`config.mk`:
```
export PLATFORM = sky130hd
export DESIGN_NAME = lipo_voltage_to_percent
export DESIGN_NICKNAME = d
export VERILOG_FILES = /design/src/hdl/lvp_pkg.sv /design/src/hdl/lvp_div.sv /design/src/hdl/lipo_voltage_to_percent.sv
export SDC_FILE = /design/constraint.sdc
export NUM_CORES = 1
export LEC_CHECK = 0
export ABC_AREA = 1
export ABC_CLOCK_PERIOD_IN_PS = 9200
export BUFFER_PORTS_ARGS = -buffer_cell sky130_fd_sc_hd__buf_4
export CAP_MARGIN = 0
export CORE_MARGIN = 5
export CORE_UTILIZATION = 51
export DETAILED_ROUTE_END_ITERATION = 7
export GPL_TIMING_DRIVEN = 0
export PLACE_DENSITY_LB_ADDON = 0.2
export SLEW_MARGIN = 25
export SYNTH_ARGS = -nofsm -noshare
export SYNTH_HDL_FRONTEND = slang
export SYNTH_HIERARCHICAL = 1
export SYNTH_SLANG_ARGS = --single-unit
```
`constraint.sdc`:
```
create_clock -name clk -period 9.2 [get_ports clk]
set_input_delay 0 -clock clk [delete_from_list [all_inputs] [get_ports clk]]
set_output_delay 0 -clock clk [all_outputs]
set_load 0.01 [all_outputs]
```
`src/hdl/lvp_pkg.sv`:
```
// ----------------------------------------------------------------------------
// lvp_pkg
// Curve constants and segment tables for the lipo voltage to percent block:
// 17-point discharge curve, per-segment lower point, percent step and span.
// ----------------------------------------------------------------------------
package lvp_pkg;

	localparam int MvW      = 16;
	localparam int PctW     = 7;
	localparam int SegCount = 16;
	localparam int SegW     = $clog2(SegCount);
	localparam int OffW     = 7;
	localparam int DpW      = 4;
	localparam int NumW     = 10;
	localparam int RecipW   = 11;
	localparam int DivW     = 8;
	localparam int QuotW    = 4;
	localparam int RecipShift = 16;

	localparam logic [MvW-1:0]  TopMv    = 16'd4200;
	localparam logic [MvW-1:0]  BottomMv = 16'd3400;
	localparam logic [PctW-1:0] FullPct  = 7'd100;
	localparam logic [PctW-1:0] EmptyPct = 7'd0;

	typedef enum logic [1:0] {
		SPAN_30,
		SPAN_40,
		SPAN_50,
		SPAN_100
	} span_t;

	typedef struct packed {
		logic [NumW-1:0] num;
		span_t           span;
		logic [PctW-1:0] lo_pct;
	} div_req_t;

	function automatic logic [MvW-1:0] seg_lo_mv(input logic [SegW-1:0] seg);
		logic [MvW-1:0] r;
		case (seg)
			4'd0:    r = 16'd4150;
			4'd1:    r = 16'd4110;
			4'd2:    r = 16'd4080;
			4'd3:    r = 16'd4050;
			4'd4:    r = 16'd4000;
			4'd5:    r = 16'd3950;
			4'd6:    r = 16'd3900;
			4'd7:    r = 16'd3850;
			4'd8:    r = 16'd3800;
			4'd9:    r = 16'd3750;
			4'd10:   r = 16'd3700;
			4'd11:   r = 16'd3650;
			4'd12:   r = 16'd3600;
			4'd13:   r = 16'd3550;
			4'd14:   r = 16'd3500;
			default: r = 16'd3400;
		endcase
		return r;
	endfunction

	function automatic logic [PctW-1:0] seg_lo_pct(input logic [SegW-1:0] seg);
		logic [PctW-1:0] r;
		case (seg)
			4'd0:    r = 7'd97;
			4'd1:    r = 7'd93;
			4'd2:    r = 7'd89;
			4'd3:    r = 7'd85;
			4'd4:    r = 7'd79;
			4'd5:    r = 7'd72;
			4'd6:    r = 7'd64;
			4'd7:    r = 7'd55;
			4'd8:    r = 7'd46;
			4'd9:    r = 7'd37;
			4'd10:   r = 7'd28;
			4'd11:   r = 7'd20;
			4'd12:   r = 7'd13;
			4'd13:   r = 7'd7;
			4'd14:   r = 7'd3;
			default: r = 7'd0;
		endcase
		return r;
	endfunction

	function automatic logic [DpW-1:0] seg_dp(input logic [SegW-1:0] seg);
		logic [DpW-1:0] r;
		case (seg)
			4'd0:    r = 4'd3;
			4'd1:    r = 4'd4;
			4'd2:    r = 4'd4;
			4'd3:    r = 4'd4;
			4'd4:    r = 4'd6;
			4'd5:    r = 4'd7;
			4'd6:    r = 4'd8;
			4'd7:    r = 4'd9;
			4'd8:    r = 4'd9;
			4'd9:    r = 4'd9;
			4'd10:   r = 4'd9;
			4'd11:   r = 4'd8;
			4'd12:   r = 4'd7;
			4'd13:   r = 4'd6;
			4'd14:   r = 4'd4;
			default: r = 4'd3;
		endcase
		return r;
	endfunction

	function automatic span_t seg_span(input logic [SegW-1:0] seg);
		span_t r;
		case (seg)
			4'd1:    r = SPAN_40;
			4'd2:    r = SPAN_30;
			4'd3:    r = SPAN_30;
			4'd15:   r = SPAN_100;
			default: r = SPAN_50;
		endcase
		return r;
	endfunction

	function automatic logic [DivW-1:0] span_mv(input span_t s);
		logic [DivW-1:0] r;
		case (s)
			SPAN_30:  r = 8'd30;
			SPAN_40:  r = 8'd40;
			SPAN_50:  r = 8'd50;
			SPAN_100: r = 8'd100;
			default:  r = 8'd50;
		endcase
		return r;
	endfunction

	// divisor is twice the span
	function automatic logic [DivW-1:0] span_div(input span_t s);
		logic [DivW-1:0] r;
		case (s)
			SPAN_30:  r = 8'd60;
			SPAN_40:  r = 8'd80;
			SPAN_50:  r = 8'd100;
			SPAN_100: r = 8'd200;
			default:  r = 8'd100;
		endcase
		return r;
	endfunction

	// floor(2^16 / divisor)
	function automatic logic [RecipW-1:0] span_recip(input span_t s);
		logic [RecipW-1:0] r;
		case (s)
			SPAN_30:  r = 11'd1092;
			SPAN_40:  r = 11'd819;
			SPAN_50:  r = 11'd655;
			SPAN_100: r = 11'd327;
			default:  r = 11'd655;
		endcase
		return r;
	endfunction

endpackage

```
`src/hdl/lvp_div.sv`:
```
// ----------------------------------------------------------------------------
// lvp_div
// Two-stage constant divide: reciprocal multiply estimate, then one
// remainder check that corrects the quotient and adds the segment base.
// ----------------------------------------------------------------------------
module lvp_div (
	input  logic                          clk,
	input  logic                          arst_n,
	input  logic                          req_valid,
	output logic                          req_ready,
	input  lvp_pkg::div_req_t             req,
	output logic                          rsp_valid,
	input  logic                          rsp_ready,
	output logic [lvp_pkg::PctW-1:0]      percent
);
	import lvp_pkg::*;

	logic                        valid_s4;
	logic                        valid_s5;
	logic                        rdy_s4;
	logic                        rdy_s5;
	logic [QuotW-1:0]            q0_s4;
	logic [NumW-1:0]             num_s4;
	span_t                       span_s4;
	logic [PctW-1:0]             lo_pct_s4;
	logic [PctW-1:0]             percent_s5;

	logic [NumW+RecipW-1:0]      prod;
	logic [QuotW+DivW-1:0]       qd;
	logic [QuotW+DivW-1:0]       rem;
	logic [DivW-1:0]             dv;
	logic                        inc;

	assign rdy_s5    = !valid_s5 || rsp_ready;
	assign rdy_s4    = !valid_s4 || rdy_s5;
	assign req_ready = rdy_s4;

	assign prod = NumW'(req.num) * span_recip(req.span);

	assign dv  = span_div(span_s4);
	assign qd  = q0_s4 * dv;
	assign rem = (QuotW+DivW)'(num_s4) - qd;
	assign inc = rem >= (QuotW+DivW)'(dv);

	always_ff @(posedge clk or negedge arst_n) begin
		if (!arst_n) begin
			valid_s4 <= 1'b0;
			valid_s5 <= 1'b0;
		end else begin
			if (rdy_s4) valid_s4 <= req_valid;
			if (rdy_s5) valid_s5 <= valid_s4;
		end
	end

	always_ff @(posedge clk) begin
		if (rdy_s4) begin
			q0_s4     <= prod[RecipShift +: QuotW];
			num_s4    <= req.num;
			span_s4   <= req.span;
			lo_pct_s4 <= req.lo_pct;
		end
		if (rdy_s5) begin
			percent_s5 <= lo_pct_s4 + PctW'(q0_s4) + PctW'(inc);
		end
	end

	assign rsp_valid = valid_s5;
	assign percent   = percent_s5;

endmodule

```
`src/hdl/lipo_voltage_to_percent.sv`:
```
// ----------------------------------------------------------------------------
// lipo_voltage_to_percent
// Single-cell lipo state of charge from battery millivolts, by linear
// interpolation on a 17-point discharge curve, rounded half up.
// ----------------------------------------------------------------------------
//  channel  | handshake            | word
//  ---------+----------------------+-------------------------------
//  input    | in_valid / in_ready  | millivolts[15:0] unsigned
//  output   | out_valid / out_ready| percent[6:0] unsigned, 0..100
//
//  five register stages: segment search, offset, numerator, reciprocal
//  multiply, correct and add; one word per cycle while out_ready is high
//  the stage chain sets the rate; each stage holds while the next is full
//  arst_n clears the valid bits only
//  a stall at out_ready backs up stage by stage, nothing lost or repeated
// ----------------------------------------------------------------------------
module lipo_voltage_to_percent (
	input  logic                      clk,
	input  logic                      arst_n,
	input  logic                      in_valid,
	output logic                      in_ready,
	input  logic [lvp_pkg::MvW-1:0]   millivolts,
	output logic                      out_valid,
	input  logic                      out_ready,
	output logic [lvp_pkg::PctW-1:0]  percent
);
	import lvp_pkg::*;

	logic              valid_s1, valid_s2, valid_s3;
	logic              rdy_s1, rdy_s2, rdy_s3;
	logic              div_ready;

	logic [SegW-1:0]   seg_s1;
	logic [MvW-1:0]    mv_s1;
	logic              hi_s1, lo_s1;

	logic [OffW-1:0]   off_s2;
	logic [DpW-1:0]    dp_s2;
	span_t             span_s2;
	logic [PctW-1:0]   lo_pct_s2;

	div_req_t          req_s3;

	logic [SegW-1:0]   seg_hit;
	logic [MvW-1:0]    mv_diff;
	logic [NumW-1:0]   num;

	assign rdy_s3   = !valid_s3 || div_ready;
	assign rdy_s2   = !valid_s2 || rdy_s3;
	assign rdy_s1   = !valid_s1 || rdy_s2;
	assign in_ready = rdy_s1;

	// first segment from the top whose lower point is reached
	always_comb begin
		seg_hit = SegW'(SegCount - 1);
		for (int i = SegCount - 1; i >= 0; i--) begin
			if (millivolts >= seg_lo_mv(SegW'(i))) seg_hit = SegW'(i);
		end
	end

	assign mv_diff = mv_s1 - seg_lo_mv(seg_s1);
	assign num     = NumW'({off_s2, 1'b0}) * NumW'(dp_s2) + NumW'(span_mv(span_s2));

	always_ff @(posedge clk or negedge arst_n) begin
		if (!arst_n) begin
			valid_s1 <= 1'b0;
			valid_s2 <= 1'b0;
			valid_s3 <= 1'b0;
		end else begin
			if (rdy_s1) valid_s1 <= in_valid;
			if (rdy_s2) valid_s2 <= valid_s1;
			if (rdy_s3) valid_s3 <= valid_s2;
		end
	end

	always_ff @(posedge clk) begin
		if (rdy_s1) begin
			seg_s1 <= seg_hit;
			mv_s1  <= millivolts;
			hi_s1  <= millivolts >= TopMv;
			lo_s1  <= millivolts <= BottomMv;
		end
		if (rdy_s2) begin
			span_s2 <= seg_span(seg_s1);
			if (hi_s1 || lo_s1) begin
				off_s2    <= '0;
				dp_s2     <= '0;
				lo_pct_s2 <= hi_s1 ? FullPct : EmptyPct;
			end else begin
				off_s2    <= mv_diff[OffW-1:0];
				dp_s2     <= seg_dp(seg_s1);
				lo_pct_s2 <= seg_lo_pct(seg_s1);
			end
		end
		if (rdy_s3) begin
			req_s3.num    <= num;
			req_s3.span   <= span_s2;
			req_s3.lo_pct <= lo_pct_s2;
		end
	end

	lvp_div u_div (
		.clk       (clk),
		.arst_n    (arst_n),
		.req_valid (valid_s3),
		.req_ready (div_ready),
		.req       (req_s3),
		.rsp_valid (out_valid),
		.rsp_ready (out_ready),
		.percent   (percent)
	);

	// result never exceeds a full charge
	assert property (@(posedge clk) disable iff (!arst_n)
		out_valid |-> percent <= FullPct)
		else $error("percent above full charge");

	// a free output lets the whole chain advance
	assert property (@(posedge clk) disable iff (!arst_n)
		out_ready |-> in_ready)
		else $error("input stalled with output free");

	// a clamped word carries no interpolation step
	assert property (@(posedge clk) disable iff (!arst_n)
		valid_s1 && rdy_s2 && (hi_s1 || lo_s1) |=> dp_s2 == '0 && off_s2 == '0)
		else $error("clamped word carries a step");

endmodule
```
; ---- Yosys cells after proc, flatten, opt, wreduce, memory -nomap -nowiden
; Memories as Yosys holds them, arrays and structs flattened. A register that Yosys moved wholly into a read port is not among the register bits.
; Cells that the tools add are included.
; W data, S select, Z words.
[word_totals]
latchBits = 0
ramBits = 0
word_cells = 103
ff_bits = 83
mem_count = 3
mem_bits_ro = 368
[memory_table]
columns = name, depth, word_bits, rd, rd_ports_with_merged_regs, wr, line_no
row1 = (name not given), 16, 12, 1, 0, 0, lvp_pkg.sv:40  ; case (seg)
row2 = (name not given), 16, 7, 1, 0, 0, lvp_pkg.sv:63  ; case (seg)
row3 = (name not given), 16, 4, 1, 1, 0, lvp_pkg.sv:86  ; case (seg)
[classes]
n_eq_ne = 13
n_bitwise = 0
add_sub_neg = 5
shifts = 0
n_reduce_logical = 18
div_mod_pow = 0
n_lt_le_gt_ge = 18
mux = 20
mul = 3
[op_table]
columns = cell, count
row1 = $ge A16 B12 Y1 const B, 13
row2 = $pmux W8 S4, 2
row3 = $ge A16 B13 Y1 const B, 3
row4 = $pmux W11 S4, 1
row5 = $mul A10 B11 Y20, 1
row6 = $mux W4, 5
row7 = $le A16 B12 Y1 const B, 1
row8 = $mux W7, 2
row9 = $eq A2 B2 Y1 const B, 6
row10 = $ge A12 B8 Y1, 1
row11 = $mul A4 B8 Y12, 1
row12 = $mux W3, 4
row13 = $sub A10 B12 Y12, 1
row14 = $add A10 B8 Y10, 1
row15 = $mul A7 B4 Y9, 1
row16 = $eq A4 B2 Y1 const B, 2
row17 = $reduce_or A8 Y1, 1
row18 = $add A7 B1 Y7, 1
row19 = $add A7 B4 Y7, 1
row20 = $sub A7 B7 Y7, 1
row21 = $eq A2 B1 Y1 const B, 3
row22 = $logic_not A2 Y1, 3
row23 = $logic_or A1 B1 Y1, 6
row24 = $mux W2, 3
row25 = other kinds (7), 13

; ---- Logic depth before layout (Yosys ltp)
; Gate-level depths: netlist of run 1.
[depth]
depth_word = 15
mapped_depth = 30
depth_no_buf = 30

; ---- By module
; Netlist of run 1, hierarchy kept.
[by_module_without_submodules]
columns = module, instances, area_per_inst_um2, cells_each, seq_area_each_um2
row1 = lvp_div, 1, 5914.4, 711, 950.9
row2 = lipo_voltage_to_percent, 1, 3862.5, 445, 1606.5

; ---- Worst setup path before layout of run 1
; OpenSTA, ideal clock, no wires.
[synth_path]
path_kind = reg2reg
start = register u_div.span_s4[1]
end = register u_div.percent_s5[6] (netlist: u_div/percent[6]), data pin
path_buffers = 0
setup_slack_ps = 3390
path_stages_with_launch = 31
arrival_ps = 5552
t_required_ps = 8942
cell_sequence = edfxtp_1 -> inv_1 -> ha_1 -> nor2_2 -> nor2_1 -> xor2_1 -> inv_1 -> ha_1 -> a21oi_1 -> fa_1 -> fa_1 -> inv_1 -> ha_1 -> a21oi_1 -> o21ai_0 -> nor2_1 -> xor2_1 -> inv_1 -> ha_1 -> nand2_1 -> nor2_1 -> nand3_1 -> nand2_1 -> inv_1 -> nand2_2 -> nor2_2 -> fa_1 -> fa_1 -> o21ai_0 -> nand3_1 -> xnor2_1
[synth_between]
elab_chain_len = 6
word_cells_on_any_way = 9
cone_classes = add/sub: 2 / mul: 1 / order compare: 1 / eq/ne: 3 / mux: 1 / reduce/logical: 1
[synth_lines]
columns = element, line_no
row1 = from (decl), lvp_div.sv:24  ; span_t span_s4;
row2 = from (signal assigned), lvp_div.sv:59  ; span_s4 <= req.span;
row3 = "$eq A2 B2 Y1, or another cell as far along", lvp_pkg.sv:134  ; case (s)
row4 = $pmux W8 S4 (*), lvp_pkg.sv:134
row5 = $mul A4 B8 Y12, lvp_div.sv:41  ; assign qd = q0_s4 * dv;
row6 = $sub A10 B12 Y12, lvp_div.sv:42  ; assign rem = (QuotW+DivW)'(num_s4) - qd;
row7 = $ge A12 B8 Y1 (*), lvp_div.sv:43  ; assign inc = rem >= (QuotW+DivW)'(dv);
row8 = $add A7 B1 Y7 (*), lvp_div.sv:63  ; percent_s5 <= lo_pct_s4 + PctW'(q0_s4) + PctW'(inc);
row9 = to (signal assigned), lvp_div.sv:63
row10 = to (decl), lvp_div.sv:26  ; logic [PctW-1:0] percent_s5;
; Mark *: on every way between the ends. The rest lies on a longest branch, timed or not. The select of a mux whose other input is x is not followed.
; A chain may end at the register's enable or synchronous reset.

; ---- Worst setup path after layout of run 1
; Ends and elaborated chain as after synthesis.

==> implementation parameters, run 1 <==
Parameter                              Value

Status
  Run status    completed

Clocking
  Clock tree from TritonCTS    yes
  Register clock-pin slew on the reported worst setup and hold paths    ~0.070 ns
  Clock buffer count from CTS    9
  H-Tree Depth    3
  Clock tree buffer depth    2
  Clock latency of the later-clocked register in the worst-skew pair    0.34 ns
  Cells resized by post-CTS repair    0
  Cell chosen for the clock root    sky130_fd_sc_hd__clkbuf_16
  Clk sink count    between 80 and 90

STA
  Relative slew slack    44.6%
  Min Tclk post-route    6.42 ns
  Worst-Margin Slew    0.828 ns
  Worst clock skew on the final layout    between 0.006 and 0.007 ns
  Final max-slew violation count    0
  Period Utilization, post-route    69.8%
  Total of endpoints with negative setup slack in the final report    0
  Highest attainable clock frequency    ~160 MHz
  Aggregate negative setup slack    0 ns
  Number of hold violations in the final report    0
  Hold Slack    0.0362 ns
  RSZ-0062 raised after global routing    false

Detailed routing
  Routed wire length per instance    between 10 and 15 um
  ANT nets after route    0
  Number of detailed-route iterations in the first pass    4
  Via/cell ratio    between 4 and 5
  DRC violation count after routing    0
  Number of design-rule violations left by the first detailed-router iteration    ~370
  Sum of routed wire length over all layers    between 15000 and 20000 um
  Via total after detailed routing    7198

Synth
  Count of state elements after synthesis    86
  Mean area per synthesized cell    around 8.5 um2
  Netlist Area Pre-Place    9780 um2
  Number of flops mapped to enable cells by yosys    81
  Post-synthesis instance total    between 1000 and 1500
  Flip-flop cell with the highest count after synthesis    sky130_fd_sc_hd__edfxtp_1
  Sequential area share after synthesis    26.2%
  Warnings from Yosys    6
  Asr flop ratio synth    approximately 5.8%
  Yosys cell types    45

Global routing
  Global-route wire length before repair    around 32000 um
  GR Util All Layers    17.6%
  Met3 track demand over resource    2.65%
  Met1 Resource Use GR    24.9%
  Pin count of the biggest net entering global routing    26
  Remaining global-route overflow    0
  Number of antenna violations at the first check in global routing    0
  GRT met2 Usage    roughly 29%
  Via count of the first global-routing pass    7143
  Global-route layer with the greatest usage    met2

Final layout
  Post-Route Utilization    a little under three fifths
  Number of nets in the layout    about 1400
  Fraction of layout instances using a drive strength above 1    8.22%
  Design area    10700 um2
  Antenna diode count    0
  Layout-stage area growth over the synthesis result    9.66%

Critical path
  Delay of the slowest cell on the worst path    0.52 ns
  Kind of start point of the critical path    register
  Crit path max fanout    6
  Arrival time at the worst endpoint    6.51 ns
  Most Frequent Cell on Critical Path    sky130_fd_sc_hd__inv_1
  Data required time at the worst endpoint    9.29 ns
  Start of the worst register-to-register path    u_div/span_s4[1]
  CP endpoint kind    register
  Cell with the largest stage delay on the worst path    sky130_fd_sc_hd__fa_1
  Reg2Reg Depth    30
  Capturing point of the worst reg2reg path    u_div/percent[6]
  Startpoint-to-endpoint class of the critical path    reg2reg
  Setup slack of the worst register-to-register path    2.78 ns

Place
  HPWL after DPL    roughly 16000 um
  Placer's final routability congestion estimate    0.889
  Number of buffer cells added on primary ports    28
  Total placed instance area    10300 um2

Floorplanning
  Number of rows created at floorplan    50
  Die ar.    22000 um2
  I/O pin total    29
  Initial standard-cell utilization of the core    52.1%
  Floorplan die height    between 100 and 150 um
  Die Span X    148 um
  Placeable core region    18800 um2

Worst hold path
  Launch instance of the worst min-delay path    millivolts[12]
  End point of the worst hold path    hi_s1
  Hold Crit Depth    3
  Type of the tightest min-delay check    in2reg

Job
  Reported max-cap violation count    0
## per-layer routing
metal | part of all wire (%) | vias up | wire length [um]
met5 | 0 | - | 0
met4 | 1.1 | 0 | 197
met3 | 3.4 | 22 | 629
met2 | 47 | 120 | 8620
met1 | 49 | 3358 | 8970
li1 | - | 3698 | -
## worst max-delay path: cells and delay by family, from the launching register on
kind,cells,cell delay [ns]
adder cells (fa/ha/maj),8,2.94
flip-flops,1,0.47
AO/OA/AOI/OAI,4,0.84
AND/OR/NAND/NOR,10,1.07
buffers and inverters,5,0.36
XOR/XNOR,3,0.48
## registers in the layout, indices dropped and copies added, names as in the netlist, 2 cells and up
register	count
req_s3	18
u_div/num_s4	10
lo_pct_s2	7
mv_s1	7
off_s2	7
u_div/lo_pct_s4	7
u_div/percent	7
dp_s2	4
seg_s1	4
u_div/q0_s4	4
span_s2	2
u_div/span_s4	2
## worst max-delay path by stage
stage	to	from	cells past startpoint	slack, ns
final	u_div/percent[6]	u_div/span_s4[1]	30	2.78
after CTS	u_div/percent[6]	u_div/span_s4[1]	30	2.78
after floorplan	u_div/percent[6]	u_div/span_s4[1]	30	3.39
after detailed placement	u_div/percent[6]	u_div/span_s4[1]	30	2.81
after global placement	u_div/percent[6]	u_div/span_s4[1]	30	2.79
after global routing	u_div/percent[6]	u_div/span_s4[1]	30	2.28
## logic make-up (layout without fill, tap and decap cells)
group	count (synthesis)	after routing	synth area share, %
DFF	86	86	26.2
xor gates and xnor gates	33	33	2.96
adders and majority gates	212	212	34.3
buffers and inverters	292	346	11.3
and+or+nand+nor	413	413	18.2
other	1	8	0.0384
AOI/OAI and AO/OA	119	119	6.96
## per-stage QoR
stage               setup slack, ns  instances
floorplan                      3.39       1163
global placement               2.79       1425
detailed placement             2.81       1425
CTS                            2.78       1451
global route                   2.28       1451
finish                         2.78       1451
## cell usage in the layout, fill, tap and decap left out, types with 4 or more instances in the layout
master and n:
sky130_fd_sc_hd__inv_1 263, sky130_fd_sc_hd__nand2_1 225, sky130_fd_sc_hd__ha_1 118, sky130_fd_sc_hd__nor2_1 101, sky130_fd_sc_hd__fa_1 94, sky130_fd_sc_hd__edfxtp_1 81
sky130_fd_sc_hd__a21oi_1 51, sky130_fd_sc_hd__buf_4 28, sky130_fd_sc_hd__o21ai_0 25, sky130_fd_sc_hd__nand3_1 22, sky130_fd_sc_hd__xor2_1 18, sky130_fd_sc_hd__xnor2_1 15
sky130_fd_sc_hd__nor3_1 13, sky130_fd_sc_hd__inv_2 11, sky130_fd_sc_hd__clkbuf_1 11, sky130_fd_sc_hd__nand2_2 11, sky130_fd_sc_hd__o21ai_1 10, sky130_fd_sc_hd__nand4_1 10
sky130_fd_sc_hd__dlygate4sd3_1 10, sky130_fd_sc_hd__nor2_2 9, sky130_fd_sc_hd__clkbuf_16 9, sky130_fd_sc_hd__conb_1 8, sky130_fd_sc_hd__nand3_2 6, sky130_fd_sc_hd__a211oi_1 5
sky130_fd_sc_hd__a31oi_1 5, sky130_fd_sc_hd__o31ai_1 5, sky130_fd_sc_hd__nor2_4 5, sky130_fd_sc_hd__dfrtp_1 5, sky130_fd_sc_hd__or2_2 4, sky130_fd_sc_hd__inv_6 4
sky130_fd_sc_hd__o21bai_1 4
## Yosys cell counts, types with 2 or more instances
cell                       number  area [um2]
sky130_fd_sc_hd__nand2_2       11        68.8
sky130_fd_sc_hd__a21o_1         3        22.5
sky130_fd_sc_hd__nand3_1       23         115
sky130_fd_sc_hd__nor2_1       101         379
sky130_fd_sc_hd__a211oi_1       5        37.5
sky130_fd_sc_hd__nor3_1        13        65.1
sky130_fd_sc_hd__o31ai_1        5        37.5
sky130_fd_sc_hd__fa_1          94        1880
sky130_fd_sc_hd__edfxtp_1      81        2430
sky130_fd_sc_hd__o21a_1         2        15.0
sky130_fd_sc_hd__inv_1        263         987
sky130_fd_sc_hd__nand2_4        2        22.5
sky130_fd_sc_hd__ha_1         118        1480
sky130_fd_sc_hd__nand3_2        5        50.1
sky130_fd_sc_hd__a21oi_1       51         255
sky130_fd_sc_hd__nand2_1      225         845
sky130_fd_sc_hd__or2_2          4        25.0
sky130_fd_sc_hd__nand4_1       10        62.6
sky130_fd_sc_hd__clkinv_1       2        7.51
sky130_fd_sc_hd__o21ai_0       25         125
sky130_fd_sc_hd__a31oi_1        5        31.3
sky130_fd_sc_hd__nor4_1         2        12.5
sky130_fd_sc_hd__dfrtp_1        5         125
sky130_fd_sc_hd__nor2_2         9        56.3
sky130_fd_sc_hd__buf_2          3        15.0
sky130_fd_sc_hd__nor2_4         5        56.3
sky130_fd_sc_hd__xor2_1        18         158
sky130_fd_sc_hd__o21ai_1       10        50.1
sky130_fd_sc_hd__o21bai_1       4        30.0
sky130_fd_sc_hd__inv_2         11        41.3
sky130_fd_sc_hd__xnor2_1       15         131
sky130_fd_sc_hd__a21oi_2        3        26.3
sky130_fd_sc_hd__clkbuf_1      11        41.3
## repair_timing
item                                    4_1_cts  5_1_grt
endpoints found under the setup margin        0        0
hold buffers                                 10        0
hold endpoints to repair                     13        0
setup buffers                                 0        0
## layout make-up
cell class                      instances  area (um2)
Buffer                                 16        71.3
Timing Repair Buffer                   38         310
Clock buffer                            9         225
Fill cell                            1706        8050
Inverter                              276        1040
Tap cell                              234         293
Clock inverter                          7        85.1
Sequential cell                        86        2560
Multi-Input combinational cell        785        6140
Power of run 1 is left out: the tool's default activity adds up to more than one toggle a clock period on the data nets, which glitch-free logic cannot reach.
==> run 2: changes to the inputs <==
ABC_CLOCK_PERIOD_IN_PS = 6230   (was 9200)
clock period = 6.23 ns   (was 9.2 ns; I/O delays follow)
==> implementation parameters, run 2 (synthesis gave the netlist of run 1 again) <==
Parameter                              Value

Clocking
  Clock tree buffer depth    2
  H-Tree Depth    3
  Clk sink count    between 80 and 90
  Clock tree from TritonCTS    yes
  Cell chosen for the clock root    sky130_fd_sc_hd__clkbuf_16
  Clock latency of the later-clocked register in the worst-skew pair    roughly 0.34 ns
  Clock buffer count from CTS    9
  Register clock-pin slew on the reported worst setup and hold paths    0.06 ns

Critical path
  Capturing point of the worst reg2reg path    u_div/percent[6]
  Startpoint-to-endpoint class of the critical path    reg2reg
  Reg2Reg Depth    29
  Most Frequent Cell on Critical Path    sky130_fd_sc_hd__inv_1
  Start of the worst register-to-register path    u_div/span_s4[1]
  Cell with the largest stage delay on the worst path    sky130_fd_sc_hd__fa_1
  Data required time at the worst endpoint    6.32 ns
  Origin of the worst setup path    u_div/span_s4[1]
  Arrival time at the worst endpoint    5.93 ns
  CP endpoint kind    register
  Delay of the slowest cell on the worst path    0.53 ns
  Setup slack of the worst register-to-register path    a little under 0.4 ns
  Kind of start point of the critical path    register
  Crit path max fanout    5

STA
  Min Tclk post-route    5.84 ns
  Period Utilization, post-route    93.7%
  Worst-Margin Slew    just over 0.8 ns
  Relative slew slack    approximately 44%
  Total of endpoints with negative setup slack in the final report    0
  Final max-slew violation count    0
  Highest attainable clock frequency    171 MHz
  Hold Slack    about 0.037 ns
  Number of hold violations in the final report    0
  Worst clock skew on the final layout    0.00620 ns

Global routing
  Number of antenna violations at the first check in global routing    0
  Pin count of the biggest net entering global routing    26
  Global-route wire length before repair    32300 um
  GR Util All Layers    between 10% and 20%
  Remaining global-route overflow    0
  Via count of the first global-routing pass    slightly above 7000

Final layout
  Antenna diode count    0
  Fraction of layout instances using a drive strength above 1    9.27%
  Area taken by multi-input logic gates    6180 um2
  Layout-stage area growth over the synthesis result    10.2%
  Register with the highest flop count    req_s3
  Most frequent cells in the layout    262 x sky130_fd_sc_hd__inv_1, 225 x sky130_fd_sc_hd__nand2_1, 115 x sky130_fd_sc_hd__ha_1
  Most common cell after layout, fill and taps aside    sky130_fd_sc_hd__inv_1
  Number of nets in the layout    between 1000 and 1500
  Combined flip-flop and latch cell area    2560 um2
  Largest registers in the final layout    req_s3: 18 flops, u_div/num_s4: 10 flops
  Flip-flop count of the largest register after layout    18
  Fill cell count    1700

Place
  Number of buffer cells added on primary ports    28
  Placer's final routability congestion estimate    0.889
  HPWL after DPL    ~16000 um

Detailed routing
  Via/cell ratio    5.00
  DRC violation count after routing    0
  Via total after detailed routing    7258
  Routed wire length per instance    12.7 um
  Sum of routed wire length over all layers    around 18000 um
  Number of detailed-route iterations in the first pass    5
  ANT nets after route    0
  Number of design-rule violations left by the first detailed-router iteration    378

Floorplanning
  Number of rows created at floorplan    50
  Placeable core region    18800 um2
  Die ar.    roughly 22000 um2
  Initial standard-cell utilization of the core    approximately 52%
  Die Span X    approximately 150 um
  I/O pin total    29
  Floorplan die height    148 um

Worst hold path
  Launch instance of the worst min-delay path    millivolts[12]
  Type of the tightest min-delay check    in2reg
  Hold Crit Depth    3
  End point of the worst hold path    hi_s1

Job
  Reported max-cap violation count    0

Status
  Run status    completed
run 2: repair_timing:
action | CTS | global route
gates cloned | 0 | 0
hold endpoints to repair | 13 | 0
buffers inserted | 2 | 0
setup endpoints to repair | 2 | 5
hold buffers | 10 | 0
resized for setup | 3 | 12
run 2: worst max-delay path by stage:
stage | endpoint | slack [ns] | cells after the start
2_1_floorplan | u_div/percent[6] | 0.42 | 30
3_3_place_gp | u_div/percent[6] | -0.18 | 30
3_5_place_dp | u_div/percent[6] | -0.16 | 30
4_1_cts | u_div/percent[6] | 0.06 | 29
5_1_grt | u_div/percent[6] | -0.004 | 29
6_report | u_div/percent[6] | 0.39 | 29
run 2: per-stage QoR:
step / utilization (%) / setup TNS, ns / std cells / instance area (um2) / setup WS [ns]
2_1_floorplan: - / 0 / 1163 / 9800 / 0.420
6_report: 57.4 / 0 / 1453 / 10800 / 0.395
4_1_cts: 57.2 / 0 / 1453 / 10700 / 0.0608
3_5_place_dp: 54.9 / -0.156 / 1425 / 10300 / -0.156
5_1_grt: 57.4 / -0.00406 / 1453 / 10800 / -0.00406
3_3_place_gp: 54.9 / -0.207 / 1425 / 10300 / -0.185
run 2: per-layer routing:
metal	global-route usage [%]	vias up	wire length, um
met3	2.65	24	716
met4	3.05	0	201
met2	29.3	133	8640
li1	-	3704	-
met1	25.0	3397	8940
met5	0	-	0
run 2: cell type report:
cell class              instances  area share (%)
multi-input cells             785            57.3
well taps                     234            2.72
plain buffers                  16           0.674
flip-flops and latches         86            23.7
inverters                     276            9.62
clock inverters                 7           0.790
repair buffers                 40            3.02
clock buffers                   9            2.09
run 2: worst max-delay path: cells and delay by family (launching register included):
kind	cells	cell delay, ns
adder cells (fa/ha/maj)	8	3.05
buffers and inverters	6	0.37
flip-flops	1	0.42
XOR/XNOR	3	0.40
AND/OR/NAND/NOR	10	1.00
AO/OA/AOI/OAI	2	0.35
Power of run 2 is left out for the same reason.
